<file path="config.mk">
export PLATFORM = sky130hd
export DESIGN_NAME = gold_sequence_llr_descrambler_unit
export DESIGN_NICKNAME = d
export VERILOG_FILES = /design/src/rtl/gsd_pkg.sv /design/src/rtl/gsd_ctrl.sv /design/src/rtl/gsd_datapath.sv /design/src/rtl/gold_sequence_llr_descrambler_unit.sv
export SDC_FILE = /design/constraint.sdc
export NUM_CORES = 1
export LEC_CHECK = 0
export CAP_MARGIN = 0
export CORE_MARGIN = 2
export CORE_UTILIZATION = 65
export DETAILED_ROUTE_END_ITERATION = 6
export DONT_BUFFER_PORTS = 1
export GPL_TIMING_DRIVEN = 1
export PLACE_DENSITY_LB_ADDON = 0.1
export SLEW_MARGIN = 0
export SYNTH_ARGS = -nofsm -noshare
export SYNTH_HDL_FRONTEND = slang
export SYNTH_SLANG_ARGS = --single-unit
</file>
<file path="constraint.sdc">
create_clock -name clk -period 4.4 [get_ports clk]
set_input_delay 0 -clock clk [delete_from_list [all_inputs] [get_ports clk]]
set_output_delay 0 -clock clk [all_outputs]
set_load 0.01 [all_outputs]
</file>
<file path="src/rtl/gsd_pkg.sv">
`timescale 1ns / 1ps

package gsd_pkg;

    // Field and register widths.
    localparam int LFSR_W     = 31;
    localparam int LLR_W      = 16;
    localparam int ID_W       = 10;
    localparam int SKIP_W     = 12;
    localparam int CFG_IDX_W  = 2;
    localparam int CFG_DATA_W = 12;
    localparam int CNT_W      = 8;

    // The fixed 1600-bit offset is 50 words of 32 bits.
    localparam int WORD_BITS       = 32;
    localparam int WORD_SHIFT      = 5;
    localparam int WORD_ROUND      = 31;
    localparam int BASE_SKIP_WORDS = 1600 / WORD_BITS;

    // Configuration register indexes.
    localparam logic [CFG_IDX_W-1:0] REG_IDENTITY = 2'd0;
    localparam logic [CFG_IDX_W-1:0] REG_SKIP     = 2'd1;

    // Commands from the controller to the datapath.
    typedef struct packed {
        logic seed;   // load both registers and the skip word count
        logic skip;   // advance both registers by one word
        logic step;   // take one request and advance by one bit
    } gsd_cmd_t;

    // Status from the datapath to the controller.
    typedef struct packed {
        logic skip_last;  // the current skip word is the final one
    } gsd_status_t;

    // Advance x1 by 32 bits: x(n+31) = x(n+3) ^ x(n).
    function automatic logic [LFSR_W-1:0] adv_word_x1(input logic [LFSR_W-1:0] cur);
        logic [LFSR_W+WORD_BITS-1:0] seq;
        seq = '0;
        seq[LFSR_W-1:0] = cur;
        for (int k = LFSR_W; k < LFSR_W + WORD_BITS; k++)
        begin
            seq[k] = seq[k-28] ^ seq[k-31];
        end
        return seq[LFSR_W+WORD_BITS-1:WORD_BITS];
    endfunction

    // Advance x2 by 32 bits: x(n+31) = x(n+3) ^ x(n+2) ^ x(n+1) ^ x(n).
    function automatic logic [LFSR_W-1:0] adv_word_x2(input logic [LFSR_W-1:0] cur);
        logic [LFSR_W+WORD_BITS-1:0] seq;
        seq = '0;
        seq[LFSR_W-1:0] = cur;
        for (int k = LFSR_W; k < LFSR_W + WORD_BITS; k++)
        begin
            seq[k] = seq[k-28] ^ seq[k-29] ^ seq[k-30] ^ seq[k-31];
        end
        return seq[LFSR_W+WORD_BITS-1:WORD_BITS];
    endfunction

endpackage

</file>
<file path="src/rtl/gsd_ctrl.sv">
`timescale 1ns / 1ps

module gsd_ctrl
    import gsd_pkg::*;
(
    input  logic        clk,
    input  logic        rst_n,
    input  logic        in_valid,
    input  logic        block_end,
    input  logic        out_ready,
    input  logic        cfg_write,
    input  gsd_status_t status,
    output gsd_cmd_t    cmd,
    output logic        in_ready,
    output logic        out_valid
);

    typedef enum logic [1:0] {
        ST_SEED,
        ST_SKIP,
        ST_RUN
    } state_t;

    state_t state_reg;
    state_t state_next;
    logic   active_reg;
    logic   active_next;
    logic   out_valid_reg;
    logic   out_valid_next;
    logic   accept;

    // A request is taken in RUN once the output register is free or draining.
    assign in_ready = (state_reg == ST_RUN) && (!out_valid_reg || out_ready);
    assign accept   = in_valid && in_ready;

    assign cmd.seed  = (state_reg == ST_SEED);
    assign cmd.skip  = (state_reg == ST_SKIP);
    assign cmd.step  = accept;
    assign out_valid = out_valid_reg;

    // Next state. A configuration write between blocks restarts the run-up
    // so the next block sees the new values.
    always_comb
    begin
        state_next     = state_reg;
        active_next    = active_reg;
        out_valid_next = out_valid_reg;
        if (accept)
        begin
            out_valid_next = 1'b1;
        end
        else if (out_ready)
        begin
            out_valid_next = 1'b0;
        end
        case (state_reg)
            ST_SEED:
            begin
                active_next = 1'b0;
                if (!cfg_write)
                begin
                    state_next = ST_SKIP;
                end
            end
            ST_SKIP:
            begin
                if (cfg_write)
                begin
                    state_next = ST_SEED;
                end
                else if (status.skip_last)
                begin
                    state_next = ST_RUN;
                end
            end
            ST_RUN:
            begin
                if (accept)
                begin
                    active_next = !block_end;
                    if (block_end)
                    begin
                        state_next = ST_SEED;
                    end
                end
                else if (cfg_write && !active_reg)
                begin
                    state_next = ST_SEED;
                end
            end
            default:
            begin
                state_next = ST_SEED;
            end
        endcase
    end

    // State and registered outputs.
    always_ff @(posedge clk or negedge rst_n)
    begin
        if (!rst_n)
        begin
            state_reg     <= ST_SEED;
            active_reg    <= 1'b0;
            out_valid_reg <= 1'b0;
        end
        else
        begin
            state_reg     <= state_next;
            active_reg    <= active_next;
            out_valid_reg <= out_valid_next;
        end
    end

endmodule

</file>
<file path="src/rtl/gsd_datapath.sv">
`timescale 1ns / 1ps

module gsd_datapath
    import gsd_pkg::*;
(
    input  logic                         clk,
    input  logic                         rst_n,
    input  gsd_cmd_t                     cmd,
    input  logic                         cfg_write,
    input  logic [CFG_IDX_W-1:0]         cfg_index,
    input  logic [CFG_DATA_W-1:0]        cfg_data,
    input  logic signed [LLR_W-1:0]      llr_in,
    input  logic                         block_end,
    output gsd_status_t                  status,
    output logic signed [LLR_W-1:0]      llr_out,
    output logic                         block_done
);

    logic [ID_W-1:0]         identity_reg;
    logic [SKIP_W-1:0]       skip_len_reg;
    logic [LFSR_W-1:0]       x1_reg;
    logic [LFSR_W-1:0]       x2_reg;
    logic [CNT_W-1:0]        cnt_reg;
    logic signed [LLR_W-1:0] llr_out_reg;
    logic                    block_done_reg;
    logic [SKIP_W:0]         skip_round;
    logic [CNT_W-1:0]        skip_words;
    logic                    seq_bit;
    logic signed [LLR_W-1:0] llr_next;

    // Extra words to skip: ceil(M / 32).
    assign skip_round = {1'b0, skip_len_reg} + (SKIP_W + 1)'(WORD_ROUND);
    assign skip_words = CNT_W'(skip_round >> WORD_SHIFT);

    assign status.skip_last = (cnt_reg == '0);

    // Negate where the sequence bit is set, saturating the most negative value.
    assign seq_bit = x1_reg[0] ^ x2_reg[0];
    always_comb
    begin
        if (!seq_bit)
        begin
            llr_next = llr_in;
        end
        else if (llr_in == {1'b1, {(LLR_W-1){1'b0}}})
        begin
            llr_next = {1'b0, {(LLR_W-1){1'b1}}};
        end
        else
        begin
            llr_next = -llr_in;
        end
    end

    // Configuration registers.
    always_ff @(posedge clk or negedge rst_n)
    begin
        if (!rst_n)
        begin
            identity_reg <= '0;
            skip_len_reg <= SKIP_W'(1792);
        end
        else if (cfg_write)
        begin
            case (cfg_index)
                REG_IDENTITY: identity_reg <= cfg_data[ID_W-1:0];
                REG_SKIP:     skip_len_reg <= cfg_data[SKIP_W-1:0];
                default:      ;
            endcase
        end
    end

    // Sequence generators and skip word counter.
    always_ff @(posedge clk or negedge rst_n)
    begin
        if (!rst_n)
        begin
            x1_reg  <= LFSR_W'(1);
            x2_reg  <= '0;
            cnt_reg <= '0;
        end
        else if (cmd.seed)
        begin
            x1_reg  <= LFSR_W'(1);
            x2_reg  <= LFSR_W'(identity_reg);
            cnt_reg <= CNT_W'(BASE_SKIP_WORDS - 1) + skip_words;
        end
        else if (cmd.skip)
        begin
            x1_reg  <= adv_word_x1(x1_reg);
            x2_reg  <= adv_word_x2(x2_reg);
            cnt_reg <= cnt_reg - CNT_W'(1);
        end
        else if (cmd.step)
        begin
            x1_reg <= {x1_reg[0] ^ x1_reg[3], x1_reg[LFSR_W-1:1]};
            x2_reg <= {x2_reg[0] ^ x2_reg[1] ^ x2_reg[2] ^ x2_reg[3], x2_reg[LFSR_W-1:1]};
        end
    end

    // Output payload register.
    always_ff @(posedge clk)
    begin
        if (cmd.step)
        begin
            llr_out_reg    <= llr_next;
            block_done_reg <= block_end;
        end
    end

    assign llr_out    = llr_out_reg;
    assign block_done = block_done_reg;

endmodule

</file>
<file path="src/rtl/gold_sequence_llr_descrambler_unit.sv">
`timescale 1ns / 1ps
// Latency: a result is valid the cycle after its request is accepted.
// Throughput: one soft bit per cycle within a block while out_ready does not stall the output.
// Block start: the run-up skips the 1600-bit offset plus ceil(M/32) words, one word of
// 32 bits per cycle; it starts after reset, after the last soft bit of a block, and again
// after a register write between blocks. Requests are held off until it finishes.
// Reset (rst_n low, asynchronous) clears control, registers and generators to defaults.
module gold_sequence_llr_descrambler_unit
    import gsd_pkg::*;
(
    input  logic                    clk,
    input  logic                    rst_n,
    input  logic                    in_valid,
    output logic                    in_ready,
    input  logic signed [LLR_W-1:0] llr_in,
    input  logic                    block_end,
    output logic                    out_valid,
    input  logic                    out_ready,
    output logic signed [LLR_W-1:0] llr_out,
    output logic                    block_done,
    input  logic                    cfg_valid,
    output logic                    cfg_ready,
    input  logic [CFG_IDX_W-1:0]    cfg_index,
    input  logic [CFG_DATA_W-1:0]   cfg_data
);

    gsd_cmd_t    cmd;
    gsd_status_t status;
    logic        cfg_write;

    // Register writes are always taken.
    assign cfg_ready = 1'b1;
    assign cfg_write = cfg_valid && cfg_ready;

    gsd_ctrl u_ctrl (
        .clk       (clk),
        .rst_n     (rst_n),
        .in_valid  (in_valid),
        .block_end (block_end),
        .out_ready (out_ready),
        .cfg_write (cfg_write),
        .status    (status),
        .cmd       (cmd),
        .in_ready  (in_ready),
        .out_valid (out_valid)
    );

    gsd_datapath u_datapath (
        .clk        (clk),
        .rst_n      (rst_n),
        .cmd        (cmd),
        .cfg_write  (cfg_write),
        .cfg_index  (cfg_index),
        .cfg_data   (cfg_data),
        .llr_in     (llr_in),
        .block_end  (block_end),
        .status     (status),
        .llr_out    (llr_out),
        .block_done (block_done)
    );

    // An accepted request always yields a result in the next cycle.
    assert property (@(posedge clk) disable iff (!rst_n)
        (in_valid && in_ready) |=> out_valid)
        else $error("accepted request produced no result");

    // No request is taken while the generators are seeded or skipping.
    assert property (@(posedge clk) disable iff (!rst_n)
        (cmd.seed || cmd.skip) |-> !in_ready)
        else $error("request accepted during sequence run-up");

    // The last soft bit of a block triggers a fresh seed.
    assert property (@(posedge clk) disable iff (!rst_n)
        (in_valid && in_ready && block_end) |=> cmd.seed)
        else $error("block end did not restart the sequence");

    // Only one datapath command is active at a time.
    assert property (@(posedge clk) disable iff (!rst_n)
        $onehot0({cmd.seed, cmd.skip, cmd.step}))
        else $error("conflicting datapath commands");

endmodule
</file>
# Yosys cells after proc, flatten, opt, wreduce, memory -nomap -nowiden
# Cells that the tools add are included.
# classes
mul,0
muxes,21
reduce_logical,18
n_eq_ne,9
addsub,4
order_cmp,0
n_div,0
n_bitwise,132
shift,0
# ops
cell,n
31-bit two-way mux,6
1-bit XOR,132
16-bit two-way mux,2
"16-bit == test, second input constant",1
8-bit two-way mux,2
16-bit negator,1
"12-bit by 5-bit adder with 13-bit output, second input constant",1
2-bit two-way mux,6
"6-bit by 8-bit adder with 8-bit output, first input constant",1
8-bit zero test,1
"8-bit by 1-bit subtractor with 8-bit output, second input constant",1
"3-bit by 2-bit != test with 1-bit output, second input constant",2
2-bit case mux with 3 select lines,1
2-bit AND reduction,3
2-bit nonzero test,3
"2-bit by 1-bit == test with 1-bit output, second input constant",2
2-bit zero test,2
4-bit AND reduction,1
1-bit logical AND,3
1-bit zero test,3
1-bit two-way mux,3
"3-bit != test, second input constant",1
3-bit nonzero test,1
"2-bit == test, second input constant",1
4 further kinds,4
# totals
n_memories,0
latchBits,0
rom_bits,0
elab_cells,194
register_bits,113
ramBits,0

# Longest topological paths before layout
# logic_depth
word_depth,8
mapped_depth,7

# Modules after synthesis
# From an unflattened synthesis, not the netlist that was laid out.
# unflattened
hier_cells,660
hier_area_um2,6736.5
# by_module_without_submodules
module,cells_per_inst,seq_area_each_um2,n_inst,area_each_um2
gsd_datapath,636,2817.7,1,6507.5
gsd_ctrl,22,100.1,1,217.7
gold_sequence_llr_descrambler_unit,2,0.0,1,11.3

# Worst setup path after synthesis
# OpenSTA, ideal clock, no wires.
# synth_timing
path_type,register to register
startpoint,register u_datapath.skip_len_reg[3]
endpoint,register u_datapath.cnt_reg[4]
required_ns,4.280
path_stages_with_launch,8
n_path_buf,0
setup_time_ns,0.120
slack_ns,2.225
period_less_slack_ns,2.175
arrival_ns,2.056
cell_sequence,dfrtp_1 > or3_4 > o31ai_1 > xnor2_1 > ha_1 > maj3_2 > a21o_1 > a31o_1
# synth_between
elab_chain_len,3
# synth_lines
element,line,source
start: declaration,gsd_datapath.sv:20,logic [SKIP_W-1:0] skip_len_reg;
start signal: assignment,gsd_datapath.sv:67,REG_SKIP: skip_len_reg <= cfg_data[SKIP_W-1:0];
12-bit by 5-bit adder with 13-bit output,gsd_datapath.sv:32,"assign skip_round = {1'b0, skip_len_reg} + (SKIP_W + 1)'(WORD_ROUND);"
6-bit by 8-bit adder with 8-bit output,gsd_datapath.sv:86,cnt_reg <= CNT_W'(BASE_SKIP_WORDS - 1) + skip_words;
8-bit two-way mux,gsd_datapath.sv:82,else if (cmd.seed)
end signal: assignment,gsd_datapath.sv:86,
end signal: assignment,gsd_datapath.sv:92,cnt_reg <= cnt_reg - CNT_W'(1);
end: declaration,gsd_datapath.sv:23,logic [CNT_W-1:0] cnt_reg;
# No other way between the ends.
# A chain may end at the register's enable or synchronous reset.

# Final worst setup path
# layout_timing
startpoint,input llr_in[0]
endpoint,register u_datapath.llr_out_reg[12] (netlist: u_datapath.llr_out[12]) (data pin)
# layout_between
elab_chain_len,3
elab_cells_between_ends,4
classes_between,add/sub (1); eq/ne (1); mux (2)
# layout_lines
element,line,source
start: declaration,gold_sequence_llr_descrambler_unit.sv:15,"input logic signed [LLR_W-1:0] llr_in,"
16-bit negator / 16-bit == test (equally long branches),"gsd_datapath.sv:51, gsd_datapath.sv:45",
16-bit two-way mux (*),gsd_datapath.sv:45,"else if (llr_in == {1'b1, {(LLR_W-1){1'b0}}})"
16-bit two-way mux (*),gsd_datapath.sv:41,if (!seq_bit)
named net u_datapath.llr_next[12],gsd_datapath.sv:29,logic signed [LLR_W-1:0] llr_next;
end signal: assignment,gsd_datapath.sv:106,llr_out_reg <= llr_next;
end: declaration,gsd_datapath.sv:24,logic signed [LLR_W-1:0] llr_out_reg;
# Mark *: on every way through the listed nets, which the timed path passes. The rest lies on a longest branch.

==> PnR_summary.wiki <==
{| class="wikitable"
! Metric !! Value
|-
| Synth warnings || 0
|-
| Slew at the pin closest to its max-slew limit || 1.00 ns
|-
| Total of max-cap violations || 0
|-
| Final hold viol count || 0
|-
| Synth Register Bits || 113
|-
| Kind of capture point of the worst setup path || flop
|-
| Post-CTS resize count || 0
|-
| Top cell type by total area after synthesis || dfrtp_1
|-
| Total of hold buffers inserted after clock tree synthesis || 57
|-
| Dominant combinational cell family by area after synthesis || XOR/XNOR gates
|-
| CTS root buffer || clkbuf_8
|-
| Number of post-CTS setup repair buffers || 0
|-
| Final-report setup violation count || 0
|-
| Worst Setup Path Type || in2reg
|-
| Core Footprint || 0.00968 sq mm
|-
| Comb pwr share || 0.417
|-
| Final standard cell count with taps included and fillers excluded || 798
|-
| # rows || 36
|-
| Yosys cell types || 61
|-
| Share of total power consumed by net switching || 0.345
|-
| Critical Path Start Type || primary input
|-
| Vias after detailed routing || 4790
|-
| Total DRC errors in the routed layout || 0
|-
| Simple-Gate Fraction of Synth Area || 0.0998
|-
| Overall Global Routing Usage || 0.296
|-
| Total of fill cells in the finished design || 586
|-
| Post-detailed-route count of antenna-violating nets || 0
|-
| Util after Layout || 0.789
|-
| Area Overhead vs Synth || 19.2%
|-
| GR Overflow Total || 0
|-
| Mux cell area share after synthesis || 0.123
|-
| Clock latency at the later pin of the worst-skew pair || 0.53 ns
|-
| Final worst-path cycle share || 0.716
|-
| Area share of fa/ha/maj cells after synthesis || 0.00957
|-
| Start point of the critical path || llr_in[0]
|-
| Worst clock skew on the final layout || 0.00820 ns
|-
| Ordered cell list for the critical path || dlygate4sd3_1 > inv_1 > ha_1 > or4b_2 > nor2_1 > a21oi_1 > xnor2_1 > dlygate4sd3_1 > nand2_1 > dlygate4sd3_1
|-
| Primary flip-flop cell chosen by synthesis mapping || dfrtp_1
|-
| Synthesized instance count || 613
|-
| Compound-Gate Fraction of Synth Area || 0.117
|-
| Height of the die || 103 um
|-
| Async set or reset register ratio after synthesis || 0.850
|-
| Via density per instance || 6.00
|-
| Top achievable clock speed || 317 MHz
|-
| Number of detailed-route iterations in the first pass || 5
|-
| Via count of the first global-routing pass || 4807
|-
| Count of input and output buffers || 0
|-
| Number of flops mapped to enable cells by yosys || 17
|-
| Die width || 103 um
|-
| Setup repair after global routing missed its margin || no
|-
| Class of the tightest hold or removal check || in2async
|-
| Start of the worst register-to-register path || u_datapath.x2_reg[0]
|-
| Stage delay of the slowest cell on the critical path || 0.71 ns
|-
| Fraction of synthesized cell area in xor and xnor cells || 0.160
|-
| Share of power burned in the clock network || 0.252
|-
| Accumulated negative setup slack || 0 ns
|-
| Cts bufs inserted || 17
|-
| Max stage delay cell, worst path || or4b_2
|-
| Placed wire-length estimate || 8180 um
|-
| Total area of multi-input combinational cells || 0.00327 sq mm
|-
| Reg power frac || 0.332
|-
| Relative slew slack || 0.325
|-
| Placed Instances || 709
|-
| Maximum number of pins on one net before global-route repair || 97
|-
| Total Power Consumption || 5.65 mW
|-
| # diodes || 0
|-
| Total internal power || 3.70 mW
|-
| Last weighted congestion value of the routability-driven placer || 0.797
|-
| Crit path max fanout || 4
|-
| Initial Util || 0.662
|-
| Number of nets in the final layout || 692
|-
| Number of DRC markers after the initial detailed-route iteration || 283
|-
| Total net switching power || 1.95 mW
|-
| Maximum buffer depth of the clock tree || 2
|-
| Clock edge transition at the registers on the reported setup and hold paths || 0.06 ns
|-
| Data arrival time at the worst-slack endpoint || 3.43 ns
|-
| TritonCTS clock tree || built
|-
| Synthesized netlist net count || 653
|-
| Run status || finished clean
|-
| Maximum level of the CTS H-tree || 4
|-
| First-pass GRT wire length || 24000 um
|-
| Pwr per Cell Area || 739 mW/mm^2
|-
| Max-slew violation total from the final report || 0
|-
| Routed len/inst || 18.6 um
|-
| Synth top area share || 0.359
|-
| Average cell area after synthesis || 10.5 sq um
|-
| Final-layout worst hold slack || 0.0351 ns
|-
| Min Clock Period, post-route || 3.15 ns
|-
| Peak ir drop on the vdd network || 0.378 mV
|-
| Critical path required time || 4.67 ns
|-
| Aggregate routed wire length || 14800 um
|-
| Cell area after technology mapping || 0.00641 sq mm
|-
| Critical Path Most Common Cell || dlygate4sd3_1
|-
| Leakage power figure || 3.21 nW
|-
| I/O pins || 56
|-
| Share of the yosys chip area belonging to registers || 0.455
|-
| Antenna violations before repair || 0
|-
| FF/Latch Area || 0.00292 sq mm
|-
| Full die area || 0.0107 sq mm
|-
| Largest cells by area after synthesis || dfrtp_1 36%, xnor2_1 13%, mux2_2 8.3%, edfxtp_1 8.0%, mux2i_1 4.1%
|-
| Number of sinks driven by the clock tree || 113
|-
| Fraction of final layout cells sized beyond drive strength 1 || 0.147
|}
==> cell usage in the layout, fill, tap and decap left out, types with 5 or more instances in the layout <==
master	synthesis	layout
dlygate4sd3_1	0	56
a21oi_1	13	13
nand3_1	6	6
nand2_1	59	59
o21ai_0	43	43
mux2_2	47	47
mux2i_1	26	26
xnor2_1	93	93
clkbuf_16	0	16
buf_4	1	6
xor2_1	24	24
a22oi_1	5	5
edfxtp_1	17	17
o22ai_1	24	24
nor2_1	32	32
o31ai_1	5	5
inv_1	11	11
dfrtp_1	92	92
==> power by group through the flow <==
| stage | logic [mW] | registers (mW) | clock network (mW) |
|---|---|---|---|
| 2_1_floorplan | 1.81 | 1.70 | 0 |
| 3_3_place_gp | 1.90 | 1.87 | 0 |
| 3_5_place_dp | 1.95 | 1.88 | 0 |
| 4_1_cts | 2.27 | 1.87 | 1.43 |
| 5_1_grt | 2.58 | 1.93 | 1.48 |
| 6_report | 2.35 | 1.87 | 1.42 |
==> cells in the mapped netlist, types with 3 or more instances <==
master,number
buf_1,5
a22oi_1,5
nand3_1,6
xnor2_1,93
o311a_1,3
nor2_1,32
a21oi_1,13
nor3_1,4
mux2i_1,26
nor4_1,3
o21ai_0,43
ha_1,4
mux2_2,47
o22ai_1,24
dfrtp_1,92
nor2b_1,3
xor2_1,24
clkbuf_1,32
nand2_1,59
o21ai_1,3
dfstp_2,4
edfxtp_1,17
or3_4,4
nand2b_1,4
o31ai_1,5
buf_2,4
inv_1,11
==> path summary, 6_finish.rpt <==
kind                                               to  slack (ns)  cells after the start
setup reg to reg                u_datapath.llr_out[5]        1.25                      6
setup / recovery               u_datapath.llr_out[12]        1.25                     10
min in group clk                 u_datapath.x1_reg[0]        0.07                      5
hold / removal                   u_datapath.x1_reg[6]        0.04                      2
hold reg to reg            u_datapath.skip_len_reg[2]        0.51                      1
max in group asynchronous  u_datapath.skip_len_reg[8]        3.94                      2
==> cell type report <==
cell class	instances	share of cell area
inverter	11	0.00541
tap	133	0.0218
timing repair buffer	63	0.0829
multi-input combinational	446	0.428
sequential	113	0.382
clock buffer	22	0.0593
clock inverter	10	0.0205
==> logic make-up (layout without fill, tap and decap cells) <==
family          Yosys count  after routing
buf+inv                  54            106
other cells               1              1
compound gates          118            118
fa+ha+maj                 5              5
simple gates            132            132
mux                      73             73
xor+xnor                117            117
flops                   113            113
==> worst max-delay path, delay by kind of cell <==
family                   cells  cell delay [ns]
AO/OA/AOI/OAI                1             0.14
XOR/XNOR                     1             0.18
adder cells (fa/ha/maj)      1             0.22
buffers and inverters        4             1.82
AND/OR/NAND/NOR              3             1.06
==> routing by layer <==
layer  up-vias  global-route usage  share of wire
li1       2236                   -              -
met1      2366               0.375           0.42
met2       146               0.484           0.52
met3        42              0.0733          0.037
met4         0               0.136          0.028
met5         -                   0              0
==> stage by stage <==
stage	cell area [sq um]	setup WS, ns
after floorplan	6410	2.22
after global placement	6440	1.90
after detailed placement	6440	1.85
after CTS	7640	1.39
after global routing	7640	1.15
final	7640	1.25
No activity file was read; power rests on OpenSTA's default activity.
